[config.mk]
export PLATFORM = sky130hd
export DESIGN_NAME = rgb_led_effect_engine
export DESIGN_NICKNAME = d
export VERILOG_FILES = /design/src/rle_pkg.sv /design/src/rle_cfg_regs.sv /design/src/rle_effect.sv /design/src/rle_scale.sv /design/src/rgb_led_effect_engine.sv
export VERILOG_INCLUDE_DIRS = /design/src /design/src/src
export SDC_FILE = /design/constraint.sdc
export NUM_CORES = 2
export LEC_CHECK = 0
export BUFFER_PORTS_ARGS = -buffer_cell sky130_fd_sc_hd__buf_4
export CAP_MARGIN = 20
export CORE_MARGIN = 1.5
export CORE_UTILIZATION = 35
export CTS_CLUSTER_SIZE = 8
export DETAILED_ROUTE_END_ITERATION = 8
export GPL_ROUTABILITY_DRIVEN = 0
export MAX_ROUTING_LAYER = met4
export PLACE_DENSITY = 0.52
export RECOVER_POWER = 25
export SLEW_MARGIN = 30
export SYNTH_ARGS = -nofsm -noshare
export SYNTH_HDL_FRONTEND = slang
export SYNTH_HIERARCHICAL = 1
export SYNTH_SLANG_ARGS = --single-unit
export TNS_END_PERCENT = 20
[constraint.sdc]
create_clock -name clk_i -period 17.3 [get_ports clk_i]
set_input_delay 1.73 -clock clk_i [delete_from_list [all_inputs] [get_ports clk_i]]
set_output_delay 1.73 -clock clk_i [all_outputs]
set_load 0.005 [all_outputs]
[src/assert_macros.svh]
// ---------------------------------------------------------------------------
// assertion macros
// clocked property checks that compile away for synthesis
// ---------------------------------------------------------------------------
`ifndef ASSERT_MACROS_SVH
`define ASSERT_MACROS_SVH

`ifndef SYNTHESIS

// check on every clock edge outside reset
`define ASSERT_CLK(lbl, prop, msg) \
  lbl: assert property (@(posedge clk_i) disable iff (!rst_ni) (prop)) else $error(msg);

// check on every clock edge, reset included
`define ASSERT_ALWAYS(lbl, prop, msg) \
  lbl: assert property (@(posedge clk_i) (prop)) else $error(msg);

`else

`define ASSERT_CLK(lbl, prop, msg)
`define ASSERT_ALWAYS(lbl, prop, msg)

`endif

`endif

[src/rle_pkg.sv]
// ---------------------------------------------------------------------------
// rle_pkg
// shared types and constants of the rgb lamp effect engine
// ---------------------------------------------------------------------------
package rle_pkg;

  typedef enum logic [2:0] {
    MODE_CONST     = 3'd0,
    MODE_RGB_CYCLE = 3'd1,
    MODE_BLINK     = 3'd2,
    MODE_BREATHE   = 3'd3,
    MODE_WHEEL     = 3'd4,
    MODE_WAKE      = 3'd5
  } mode_e;

  typedef enum logic [2:0] {
    ACT_TICK   = 3'd0,
    ACT_MODE   = 3'd1,
    ACT_COLOUR = 3'd2,
    ACT_POWER  = 3'd3,
    ACT_ONOFF  = 3'd4
  } act_e;

  typedef enum logic [2:0] {
    CFG_FLASH_RATE    = 3'd0,
    CFG_STROBE_RATE   = 3'd1,
    CFG_FADE_RATE     = 3'd2,
    CFG_SMOOTH_RATE   = 3'd3,
    CFG_WAKEUP_PERIOD = 3'd4
  } cfg_idx_e;

  localparam int unsigned CfgIdxW  = 3;
  localparam int unsigned CfgDataW = 16;

  localparam logic [6:0]  FULL_LEVEL = 7'd100;
  localparam logic [6:0]  RST_LEVEL  = 7'd50;

  localparam logic [23:0] COL_BLACK   = 24'h000000;
  localparam logic [23:0] COL_RED     = 24'hFF0000;
  localparam logic [23:0] COL_GREEN   = 24'h00FF00;
  localparam logic [23:0] COL_BLUE    = 24'h0000FF;
  localparam logic [23:0] COL_WHITE   = 24'hFFFFFF;
  localparam logic [23:0] COL_YELLOW  = 24'hFFFF00;
  localparam logic [23:0] COL_CYAN    = 24'h00FFFF;
  localparam logic [23:0] COL_MAGENTA = 24'hFF00FF;
  localparam logic [23:0] STEP_R      = 24'h010000;
  localparam logic [23:0] STEP_G      = 24'h000100;
  localparam logic [23:0] STEP_B      = 24'h000001;

  localparam logic signed [7:0] RST_FLASH_RATE  = 8'sd0;
  localparam logic signed [7:0] RST_STROBE_RATE = 8'sd0;
  localparam logic [6:0]        RST_FADE_RATE   = 7'd75;
  localparam logic [6:0]        RST_SMOOTH_RATE = 7'd80;
  localparam logic [15:0]       RST_WAKEUP      = 16'd1000;

  typedef struct packed {
    logic [2:0]  action;
    logic [23:0] value;
  } in_t;

  typedef struct packed {
    logic [7:0] red_duty;
    logic [7:0] green_duty;
    logic [7:0] blue_duty;
    logic [2:0] mode_now;
  } out_t;

  typedef struct packed {
    logic signed [7:0] flash_rate;
    logic signed [7:0] strobe_rate;
    logic [6:0]        fade_rate;
    logic [6:0]        smooth_rate;
    logic [15:0]       wakeup_period;
  } cfg_t;

  // lamp state after the current word, as seen by the scaler
  typedef struct packed {
    mode_e       mode;
    logic        on;
    logic [6:0]  level;
    logic [23:0] colour;
  } view_t;

endpackage

[src/rle_cfg_regs.sv]
// ---------------------------------------------------------------------------
// rle_cfg_regs
// effect speed registers behind the configuration write port
// ---------------------------------------------------------------------------
module rle_cfg_regs (
  input  logic                         clk_i,
  input  logic                         rst_ni,
  input  logic                         wr_en_i,
  input  logic [rle_pkg::CfgIdxW-1:0]  wr_idx_i,
  input  logic [rle_pkg::CfgDataW-1:0] wr_data_i,
  output rle_pkg::cfg_t                cfg_o
);

  rle_pkg::cfg_t cfg_d, cfg_q;

  always_comb begin
    cfg_d = cfg_q;
    if (wr_en_i) begin
      case (rle_pkg::cfg_idx_e'(wr_idx_i))
        rle_pkg::CFG_FLASH_RATE:    cfg_d.flash_rate    = $signed(wr_data_i[7:0]);
        rle_pkg::CFG_STROBE_RATE:   cfg_d.strobe_rate   = $signed(wr_data_i[7:0]);
        rle_pkg::CFG_FADE_RATE:     cfg_d.fade_rate     = wr_data_i[6:0];
        rle_pkg::CFG_SMOOTH_RATE:   cfg_d.smooth_rate   = wr_data_i[6:0];
        rle_pkg::CFG_WAKEUP_PERIOD: cfg_d.wakeup_period = wr_data_i;
        default: ;
      endcase
    end
  end

  always_ff @(posedge clk_i or negedge rst_ni) begin
    if (!rst_ni) begin
      cfg_q.flash_rate    <= rle_pkg::RST_FLASH_RATE;
      cfg_q.strobe_rate   <= rle_pkg::RST_STROBE_RATE;
      cfg_q.fade_rate     <= rle_pkg::RST_FADE_RATE;
      cfg_q.smooth_rate   <= rle_pkg::RST_SMOOTH_RATE;
      cfg_q.wakeup_period <= rle_pkg::RST_WAKEUP;
    end else begin
      cfg_q <= cfg_d;
    end
  end

  assign cfg_o = cfg_q;

endmodule

[src/rle_effect.sv]
// ---------------------------------------------------------------------------
// rle_effect
// lamp state registers and the per-word command / effect update
// ---------------------------------------------------------------------------
module rle_effect (
  input  logic          clk_i,
  input  logic          rst_ni,
  input  logic          step_i,
  input  rle_pkg::in_t  item_i,
  input  rle_pkg::cfg_t cfg_i,
  output rle_pkg::view_t view_o
);

  rle_pkg::mode_e mode_d, mode_q, prev_d, prev_q;
  logic [2:0]     phase_d, phase_q;
  logic [15:0]    tcnt_d, tcnt_q;
  logic [23:0]    colour_d, colour_q, scol_d, scol_q;
  logic [6:0]     level_d, level_q, slev_d, slev_q;
  logic           on_d, on_q;

  logic signed [17:0] thr;
  logic               expired;

  // divider threshold of the running effect
  always_comb begin
    case (mode_q)
      rle_pkg::MODE_RGB_CYCLE: thr = 18'sd100 - 18'(cfg_i.flash_rate);
      rle_pkg::MODE_BLINK:     thr = 18'sd100 - 18'(cfg_i.strobe_rate);
      rle_pkg::MODE_BREATHE:   thr = 18'sd100 - $signed({11'd0, cfg_i.fade_rate});
      rle_pkg::MODE_WHEEL:     thr = 18'sd100 - $signed({11'd0, cfg_i.smooth_rate});
      rle_pkg::MODE_WAKE:      thr = $signed({2'd0, cfg_i.wakeup_period});
      default:                 thr = '0;
    endcase
  end

  always_comb begin
    mode_d   = mode_q;
    prev_d   = prev_q;
    phase_d  = phase_q;
    tcnt_d   = tcnt_q;
    colour_d = colour_q;
    level_d  = level_q;
    scol_d   = scol_q;
    slev_d   = slev_q;
    on_d     = on_q;
    expired  = 1'b0;
    if (step_i) begin
      case (rle_pkg::act_e'(item_i.action))
        rle_pkg::ACT_TICK: begin
          // back in constant: restore what the effect saved
          if (mode_d == rle_pkg::MODE_CONST && prev_d != rle_pkg::MODE_CONST) begin
            prev_d   = rle_pkg::MODE_CONST;
            colour_d = scol_q;
            level_d  = slev_q;
          end
          if (on_q && mode_d != rle_pkg::MODE_CONST) begin
            // first tick of a new effect
            if (prev_d != mode_d) begin
              if (prev_d == rle_pkg::MODE_CONST) begin
                scol_d = colour_d;
                slev_d = level_d;
              end
              tcnt_d = '0;
              prev_d = mode_d;
              case (mode_d)
                rle_pkg::MODE_RGB_CYCLE: begin
                  phase_d  = 3'd0;
                  colour_d = rle_pkg::COL_RED;
                end
                rle_pkg::MODE_BLINK: begin
                  phase_d  = 3'd0;
                  colour_d = rle_pkg::COL_WHITE;
                end
                rle_pkg::MODE_BREATHE: begin
                  phase_d  = 3'd1;
                  colour_d = rle_pkg::COL_WHITE;
                  level_d  = '0;
                end
                rle_pkg::MODE_WHEEL: begin
                  phase_d  = 3'd0;
                  colour_d = rle_pkg::COL_RED;
                end
                rle_pkg::MODE_WAKE: begin
                  colour_d = rle_pkg::COL_BLUE;
                  level_d  = '0;
                end
                default: ;
              endcase
            end
            expired = !($signed({2'd0, tcnt_d}) < thr);
            tcnt_d  = expired ? '0 : tcnt_d + 16'd1;
            if (expired) begin
              case (mode_d)
                rle_pkg::MODE_RGB_CYCLE: begin
                  phase_d = (phase_d >= 3'd2) ? 3'd0 : phase_d + 3'd1;
                  if (phase_d == 3'd0)      colour_d = rle_pkg::COL_RED;
                  else if (phase_d == 3'd1) colour_d = rle_pkg::COL_GREEN;
                  else                      colour_d = rle_pkg::COL_BLUE;
                end
                rle_pkg::MODE_BLINK: begin
                  phase_d  = (phase_d == 3'd0) ? 3'd1 : 3'd0;
                  colour_d = (phase_d != 3'd0) ? rle_pkg::COL_WHITE : rle_pkg::COL_BLACK;
                end
                rle_pkg::MODE_BREATHE: begin
                  if (phase_d != 3'd0) begin
                    if (level_d < rle_pkg::FULL_LEVEL) level_d = level_d + 7'd1;
                  end else if (level_d != 7'd0) begin
                    level_d = level_d - 7'd1;
                  end
                  if (level_d >= rle_pkg::FULL_LEVEL) phase_d = 3'd0;
                  else if (level_d == 7'd0)           phase_d = 3'd1;
                end
                rle_pkg::MODE_WHEEL: begin
                  case (phase_d)
                    3'd0: if (colour_d == rle_pkg::COL_YELLOW) phase_d = 3'd1;
                          else colour_d = colour_d + rle_pkg::STEP_G;
                    3'd1: if (colour_d == rle_pkg::COL_GREEN) phase_d = 3'd2;
                          else colour_d = colour_d - rle_pkg::STEP_R;
                    3'd2: if (colour_d == rle_pkg::COL_CYAN) phase_d = 3'd3;
                          else colour_d = colour_d + rle_pkg::STEP_B;
                    3'd3: if (colour_d == rle_pkg::COL_BLUE) phase_d = 3'd4;
                          else colour_d = colour_d - rle_pkg::STEP_G;
                    3'd4: if (colour_d == rle_pkg::COL_MAGENTA) phase_d = 3'd5;
                          else colour_d = colour_d + rle_pkg::STEP_R;
                    3'd5: if (colour_d == rle_pkg::COL_RED) phase_d = 3'd0;
                          else colour_d = colour_d - rle_pkg::STEP_B;
                    default: phase_d = 3'd0;
                  endcase
                end
                rle_pkg::MODE_WAKE: begin
                  if (level_d < rle_pkg::FULL_LEVEL) level_d = level_d + 7'd1;
                  if (level_d >= rle_pkg::FULL_LEVEL) begin
                    scol_d = colour_d;
                    slev_d = level_d;
                    mode_d = rle_pkg::MODE_CONST;
                  end
                end
                default: ;
              endcase
            end
          end
        end
        rle_pkg::ACT_MODE: begin
          if (item_i.value <= 24'(rle_pkg::MODE_WAKE)) begin
            mode_d = rle_pkg::mode_e'(item_i.value[2:0]);
          end
        end
        rle_pkg::ACT_COLOUR: colour_d = item_i.value;
        rle_pkg::ACT_POWER: begin
          level_d = (item_i.value > 24'(rle_pkg::FULL_LEVEL)) ? rle_pkg::FULL_LEVEL
                                                              : item_i.value[6:0];
        end
        rle_pkg::ACT_ONOFF: on_d = item_i.value[0];
        default: ;
      endcase
    end
  end

  always_ff @(posedge clk_i or negedge rst_ni) begin
    if (!rst_ni) begin
      mode_q   <= rle_pkg::MODE_CONST;
      prev_q   <= rle_pkg::MODE_CONST;
      phase_q  <= '0;
      tcnt_q   <= '0;
      colour_q <= rle_pkg::COL_WHITE;
      level_q  <= rle_pkg::RST_LEVEL;
      scol_q   <= '0;
      slev_q   <= '0;
      on_q     <= 1'b0;
    end else if (step_i) begin
      mode_q   <= mode_d;
      prev_q   <= prev_d;
      phase_q  <= phase_d;
      tcnt_q   <= tcnt_d;
      colour_q <= colour_d;
      level_q  <= level_d;
      scol_q   <= scol_d;
      slev_q   <= slev_d;
      on_q     <= on_d;
    end
  end

  assign view_o.mode   = mode_d;
  assign view_o.on     = on_d;
  assign view_o.level  = level_d;
  assign view_o.colour = colour_d;

endmodule

[src/rle_scale.sv]
// ---------------------------------------------------------------------------
// rle_scale
// channel times power over one hundred, floored, zero when the lamp is off
// ---------------------------------------------------------------------------
module rle_scale (
  input  rle_pkg::view_t view_i,
  output rle_pkg::out_t  data_o
);

  // ceil(2^19 / 100); exact floor for every 8 bit channel and level up to 100
  localparam int unsigned FracBits = 19;
  localparam logic [12:0] Recip100 = 13'd5243;

  logic [19:0] lvl_k;

  function automatic logic [7:0] scale_ch(input logic [7:0] c, input logic [19:0] k);
    logic [27:0] p;
    p = {20'd0, c} * {8'd0, k};
    return p[FracBits+7:FracBits];
  endfunction

  assign lvl_k = {13'd0, view_i.level} * {7'd0, Recip100};

  always_comb begin
    data_o.mode_now = view_i.mode;
    if (view_i.on) begin
      data_o.red_duty   = scale_ch(view_i.colour[23:16], lvl_k);
      data_o.green_duty = scale_ch(view_i.colour[15:8], lvl_k);
      data_o.blue_duty  = scale_ch(view_i.colour[7:0], lvl_k);
    end else begin
      data_o.red_duty   = '0;
      data_o.green_duty = '0;
      data_o.blue_duty  = '0;
    end
  end

endmodule

[src/rgb_led_effect_engine.sv]
// ---------------------------------------------------------------------------
// rgb_led_effect_engine
// per-tick rgb lamp effect generator with power scaled pwm levels
// ---------------------------------------------------------------------------
// Every input word is a 1 ms tick or a command (mode, colour, power, on/off)
// and gives exactly one result word: the three pwm duties, each channel times
// power / 100 floored (zero while the lamp is off), plus the mode in force.
// A word is taken into an input register, then one pass of update logic
// (command decode, effect divider and step, power scaling with one 8x20
// multiply per channel) writes the lamp state and the output register in the
// same edge. One word is accepted per cycle unless in_stall_o is high; the
// output register raises out_valid_o with its result and lets the next word
// move in as soon as the current result is taken. Speed registers are written
// through the cfg port (ready always high); the user must write them only
// while no word is in flight, which the block itself does not enforce.
// ---------------------------------------------------------------------------
`include "assert_macros.svh"

module rgb_led_effect_engine (
  input  logic                         clk_i,
  input  logic                         rst_ni,
  // input words
  input  logic                         in_valid_i,
  output logic                         in_stall_o,
  input  rle_pkg::in_t                 in_data_i,
  // result words
  output logic                         out_valid_o,
  input  logic                         out_stall_i,
  output rle_pkg::out_t                out_data_o,
  // configuration writes
  input  logic                         cfg_valid_i,
  output logic                         cfg_ready_o,
  input  logic [rle_pkg::CfgIdxW-1:0]  cfg_index_i,
  input  logic [rle_pkg::CfgDataW-1:0] cfg_data_i
);

  logic           in_vld_d, in_vld_q;
  rle_pkg::in_t   in_q;
  logic           out_vld_d, out_vld_q;
  rle_pkg::out_t  out_q;

  logic           in_take;   // input word accepted this cycle
  logic           adv;       // buffered word goes through the update pass
  rle_pkg::cfg_t  cfg;
  rle_pkg::view_t view;
  rle_pkg::out_t  result;

  // the buffered word moves on when the output register is empty or drains
  assign adv        = in_vld_q && (!out_vld_q || !out_stall_i);
  assign in_stall_o = in_vld_q && !adv;
  assign in_take    = in_valid_i && !in_stall_o;

  assign in_vld_d  = in_take | (in_vld_q & ~adv);
  assign out_vld_d = adv | (out_vld_q & out_stall_i);

  assign cfg_ready_o = 1'b1;

  rle_cfg_regs u_cfg (
    .clk_i     (clk_i),
    .rst_ni    (rst_ni),
    .wr_en_i   (cfg_valid_i && cfg_ready_o),
    .wr_idx_i  (cfg_index_i),
    .wr_data_i (cfg_data_i),
    .cfg_o     (cfg)
  );

  // lamp state, updated once per word that leaves the input register
  rle_effect u_effect (
    .clk_i  (clk_i),
    .rst_ni (rst_ni),
    .step_i (adv),
    .item_i (in_q),
    .cfg_i  (cfg),
    .view_o (view)
  );

  rle_scale u_scale (
    .view_i (view),
    .data_o (result)
  );

  // control
  always_ff @(posedge clk_i or negedge rst_ni) begin
    if (!rst_ni) begin
      in_vld_q  <= 1'b0;
      out_vld_q <= 1'b0;
    end else begin
      in_vld_q  <= in_vld_d;
      out_vld_q <= out_vld_d;
    end
  end

  // payload, no reset needed
  always_ff @(posedge clk_i) begin
    if (in_take) begin
      in_q <= in_data_i;
    end
    if (adv) begin
      out_q <= result;
    end
  end

  assign out_valid_o = out_vld_q;
  assign out_data_o  = out_q;

  // a word that passes the update stage shows up as a result next cycle
  `ASSERT_CLK(a_adv_to_out, adv |=> out_valid_o, "word lost between stages")
  // no word is taken while the input register holds one that cannot move
  `ASSERT_CLK(a_no_overrun, (in_vld_q && out_vld_q && out_stall_i) |-> !in_take,
              "input register overrun")
  // power level stays saturated whatever the effect does
  `ASSERT_CLK(a_level_range, view.level <= rle_pkg::FULL_LEVEL, "power level above full")

endmodule

=== Yosys cells after proc, flatten, opt, wreduce, memory -nomap -nowiden ===
Cells that the tools add are included.

* Logic and storage cells: 204
* Bits of input ports: 51
* Output and inout port bits: 30
* Register bits: 190

* Muxes and demuxes: 93
* Reductions and logical operators: 33
* Equality and inequality tests: 26
* Magnitude comparators: 7
* Bitwise operators: 5
* Add/subtract/negate cells: 14
* Multipliers: 4

{| class="wikitable"
|+ Operators by type and width
! kind !! number
|-
| $mux W24 || 21
|-
| $mux W7 || 28
|-
| $pmux W24 S3 || 2
|-
| $pmux W24 S6 || 1
|-
| $mux W16 || 6
|-
| $pmux W18 S5 || 1
|-
| $mul A8 B20 Y27 || 3
|-
| $eq A24 B24 Y1 const B || 3
|-
| $mux W3 || 24
|-
| $eq A24 B16 Y1 const B || 2
|-
| $pmux W24 S2 || 1
|-
| $pmux W7 S2 || 2
|-
| $add A24 B1 Y24 const B || 1
|-
| $add A24 B17 Y24 const B || 1
|-
| $add A24 B9 Y24 const B || 1
|-
| $eq A24 B8 Y1 const B || 1
|-
| $eq A3 B2 Y1 const B || 8
|-
| $gt A24 B7 Y1 const B || 1
|-
| $le A24 B3 Y1 const B || 1
|-
| $sub A24 B1 Y24 const B || 1
|-
| $sub A24 B17 Y24 const B || 1
|-
| $sub A24 B9 Y24 const B || 1
|-
| $mul A7 B13 Y20 const B || 1
|-
| $eq A3 B3 Y1 const B || 6
|-
| 30 further kinds || 64
|}

=== Logic depth before layout (Yosys ltp) ===
* Word-level depth: 25
* Gate-level depth with buffers: 55
* Depth with buffers taken out: 51

=== By module ===
The synthesis kept the hierarchy.

{| class="wikitable"
|+ By module, submodules not included
! module !! times used !! area an instance (um^2) !! seq. area each (um^2) !! cells an instance
|-
| rle_scale || 1 || 15,053.2 || 0.0 || 1,705
|-
| rle_effect || 1 || 12,369.4 || 2,235.9 || 1,757
|-
| rle_cfg_regs || 1 || 1,775.5 || 1,166.1 || 101
|-
| rgb_led_effect_engine || 1 || 1,725.4 || 1,671.6 || 64
|}

=== Worst setup path after synthesis ===
OpenSTA, ideal clock, no wires.

* Path kind: input port to flip-flop
* Start point: in out_stall_i
* End point: reg out_q (netlist bit out_data_o[18]), data pin
* Data required time: 17.045 ns
* Setup time: 0.255 ns
* Stages: 37
* Path buffers: 3
* Data arrival time: 13.057 ns
* Path slack: 3.988 ns
* Cell sequence: a21boi_0 > clkbuf_1 > inv_1 > nor2_1 > clkbuf_1 > o21a_1 > o21ai_0 > o311ai_0 > fa_1 > fa_1 > fa_1 > fa_1 > ha_1 > a21o_1 > a21oi_1 > nor3b_1 > a21oi_1 > o21a_1 > xor2_1 > clkbuf_1 > and2_1 > fa_1 > fa_1 > fa_1 > inv_1 > fa_1 > inv_1 > ha_1 > a21o_1 > a21oi_1 > o21ai_0 > a32o_1 > a31oi_1 > mux2i_1 > a2111oi_0 > xnor2_1 > and2_1

{| class="wikitable"
|+ RTL lines
! element !! RTL line !! text
|-
| from (decl) || rgb_led_effect_engine.sv:28 || <nowiki>input logic out_stall_i,</nowiki>
|-
| to (signal assigned) || rgb_led_effect_engine.sv:99 || <nowiki>out_q <= result;</nowiki>
|-
| to (decl) || rgb_led_effect_engine.sv:40 || <nowiki>rle_pkg::out_t out_q;</nowiki>
|}

==> flow_summary.toml <==
[setup_path]
timing.rr.end = "out_data_o[18]"
critPathLaunch = "u_effect/mode_q[2]"
worstPathRequired_ns = 17.59
worstRegToRegCells = 46
cp.arrival_ns = 15.43
crit_end = "out_data_o[18]"
slowest_delay_ns = 0.92
critPathMostFrequentCell = "fa_1"
rr_startpoint = "u_effect/mode_q[2]"
cpMaxStageDelayCell = "dfrtp_1"
start_kind = "flip-flop"
r2r_slack_ns = 2.16
end_kind = "flip-flop"
path_class = "flip-flop to flip-flop"
cp_max_fo = 27

[drt]
drt-vias-per-instance = 5.70
vias = 27200
route.detailed.drc = 0
postRouteAntennaNets = 0
drt-total-wl_um = 103000
wl_per_cell_um = 21.6
first_iter_violations = 2176
first_pass_iters = 5

[global_route]
grt.overflow.total = 0
grt_pass1_wl_um = 165000
grt_max_degree = 75
first_global_vias = 28000
antenna_found_initial = 2
gr-usage-all-layers = 0.242

[timing]
drv_slew = 102
rsz0062_at_grt = "no"
min_period_ns = 15.14
finalSetupTns_ns = 0
max_slew_margin = -1.42
finClkSkew_ns = 0.0282
setup_viol = 0
min_period_over_period = 0.875
worst_pin_slew_ns = 3.63
fmax_mhz = 66.0
final_hold_viol_count = 0

[clock_tree]
ctsResizeCount = 0
htreeDepth = 4
cts-root-buf = "clkbuf_16"
cts_made_buffers = 17
clkSlewWorstSetupHoldPaths_ns = 0.09
cts_sinks = 190
holdBufCountCts = 0
clk_latency_ns = 0.53
cts_buffer_depth = 2
cts_setup_buffers = 0
cts_tree = "built"

[synthesis]
yosysSeqAreaShare = 0.164
synth_top_area_share = 0.216
syn_area_um2 = 30900
syn_inst = 3627
ys_seq_elements = 190
synth_edf_count = 54
synth-main-ff-cell = "dfrtp_1"
async_reset_ff_frac = 0.716
synth_common_cells = "inv_1, and2_1, nand2_1"
synth_nets = 4232
syn_avg_cell_area_um2 = 8.53
yosysMostFrequentCell = "inv_1"
synth_top_cell_by_area = "fa_1"
ys_types = 116
yosys-top-cells-area = "fa_1, ha_1, dfrtp_1, and2_1, edfxtp_1"
yosysWarnings = 6

[floorplanning]
die_area_um2 = 90100
initial_core_util = 0.355
fp.dieW_um = 300
coreArea_um2 = 87200
die_h_um = 300
row_count = 108
io_pins = 81

[cells_and_area]
n_fill_cell = 8965
layout.nets = 4204
syn2layout_area_growth_pct = 8.46
drive_gt1_frac = 0.102

[outcome]
violations = "capacitance limit, slew limit"
outcome = "finished with violations"

[worst_hold_path]
hold_start = "in_vld_q"
hold_class = "flip-flop to flip-flop"

[placement]
io_buffers = 79
place_hpwl_um = 76200

[run]
max-cap-violations = 2
==> logic make-up after synthesis <==
group	synth area share
AND/OR/NAND/NOR	0.210
AO/OA/AOI/OAI	0.177
buffers and inverters	0.0782
adder cells (fa/ha/maj)	0.305
flip-flops	0.164
XOR/XNOR	0.0310
multiplexers	0.0349
other	0.000121
==> worst min path at each step <==
stage / slack [ns] / to / cells past startpoint
6_report: 0.49 / out_valid_o / 1
5_1_grt: 0.51 / out_valid_o / 1
4_1_cts: 0.50 / u_effect/tcnt_q[11] / 1
3_5_place_dp: 0.47 / u_effect/tcnt_q[14] / 1
3_3_place_gp: 0.47 / u_effect/tcnt_q[15] / 1
2_1_floorplan: 0.44 / u_effect/tcnt_q[15] / 1
==> critical path: cells and delay by family (launching register included) <==
family                   cells  cell delay [ns]
AO/OA/AOI/OAI               19             5.19
adder cells (fa/ha/maj)     11             4.99
AND/OR/NAND/NOR              9             2.99
flip-flops                   1             0.92
buffers and inverters        5             0.53
multiplexers                 1             0.13
XOR/XNOR                     1             0.10
==> routing by layer <==
layer | routed length, um | track usage | vias to the layer above
met4 | 4020 | 0.0956 | 0
li1 | - | - | 12400
met5 | 0 | - | -
met3 | 6160 | 0.0345 | 214
met1 | 43700 | 0.303 | 13600
met2 | 49100 | 0.394 | 937
==> final cells by class <==
class / instances / area (um2) / share of cell area
antenna: 2 / 5.00 / 0.000149
clock buffer: 18 / 439 / 0.0131
clock inverter: 14 / 184 / 0.00548
inverter: 389 / 1460 / 0.0435
multi-input combinational: 2835 / 23700 / 0.707
sequential: 190 / 5070 / 0.151
tap: 1155 / 1450 / 0.0431
timing repair buffer: 166 / 1210 / 0.0360
==> through the flow <==
| step | utilization | hold WS [ns] | setup WS [ns] | area, um2 | cells |
|---|---|---|---|---|---|
| CTS | 0.385 | 0.495 | 2.03 | 33600 | 4765 |
| detailed placement | 0.378 | 0.472 | 2.05 | 32900 | 4733 |
| global route | 0.385 | 0.511 | 1.02 | 33500 | 4768 |
| finish | 0.385 | 0.489 | 2.16 | 33500 | 4769 |
| floorplan | - | 0.436 | 3.99 | 30900 | 3627 |
| global placement | 0.377 | 0.472 | 2.52 | 32900 | 4731 |
==> cells in the final DEF, fill, tap and decap left out, drive strengths merged, types with 15 or more instances in the layout <==
| cell type | n |
|---|---|
| a211oi | 29 |
| a21o | 23 |
| a21oi | 195 |
| a22oi | 21 |
| a31oi | 41 |
| and2 | 368 |
| and3 | 35 |
| buf | 134 |
| clkbuf | 50 |
| dfrtp | 97 |
| dfstp | 39 |
| edfxtp | 54 |
| fa | 334 |
| ha | 220 |
| inv | 396 |
| mux2 | 63 |
| mux2i | 37 |
| nand2 | 362 |
| nand2b | 19 |
| nand3 | 67 |
| nand4 | 38 |
| nor2 | 193 |
| nor2b | 15 |
| nor3 | 51 |
| nor4 | 27 |
| o211ai | 29 |
| o21a | 17 |
| o21ai | 218 |
| o22ai | 51 |
| o31ai | 20 |
| or3 | 16 |
| or4 | 17 |
| xnor2 | 86 |
| xor2 | 21 |
==> sequential cells by signal (all words and copies together) (netlist names) <==
name / count
in_vld_q: 1
u_effect/level_q: 7
u_effect/scol_q: 24
u_effect/slev_q: 7
in_q: 27
u_effect/tcnt_q: 16
u_effect/mode_q: 3
u_effect/prev_q: 3
u_effect/phase_q: 3
u_effect/on_q: 1
out_data_o: 27
out_valid_o: 1
u_effect/colour_q: 24
u_cfg/cfg_o: 46
Power is not shown: default switching activity piles up to over one toggle a cycle in this logic, so the estimate is an artifact.
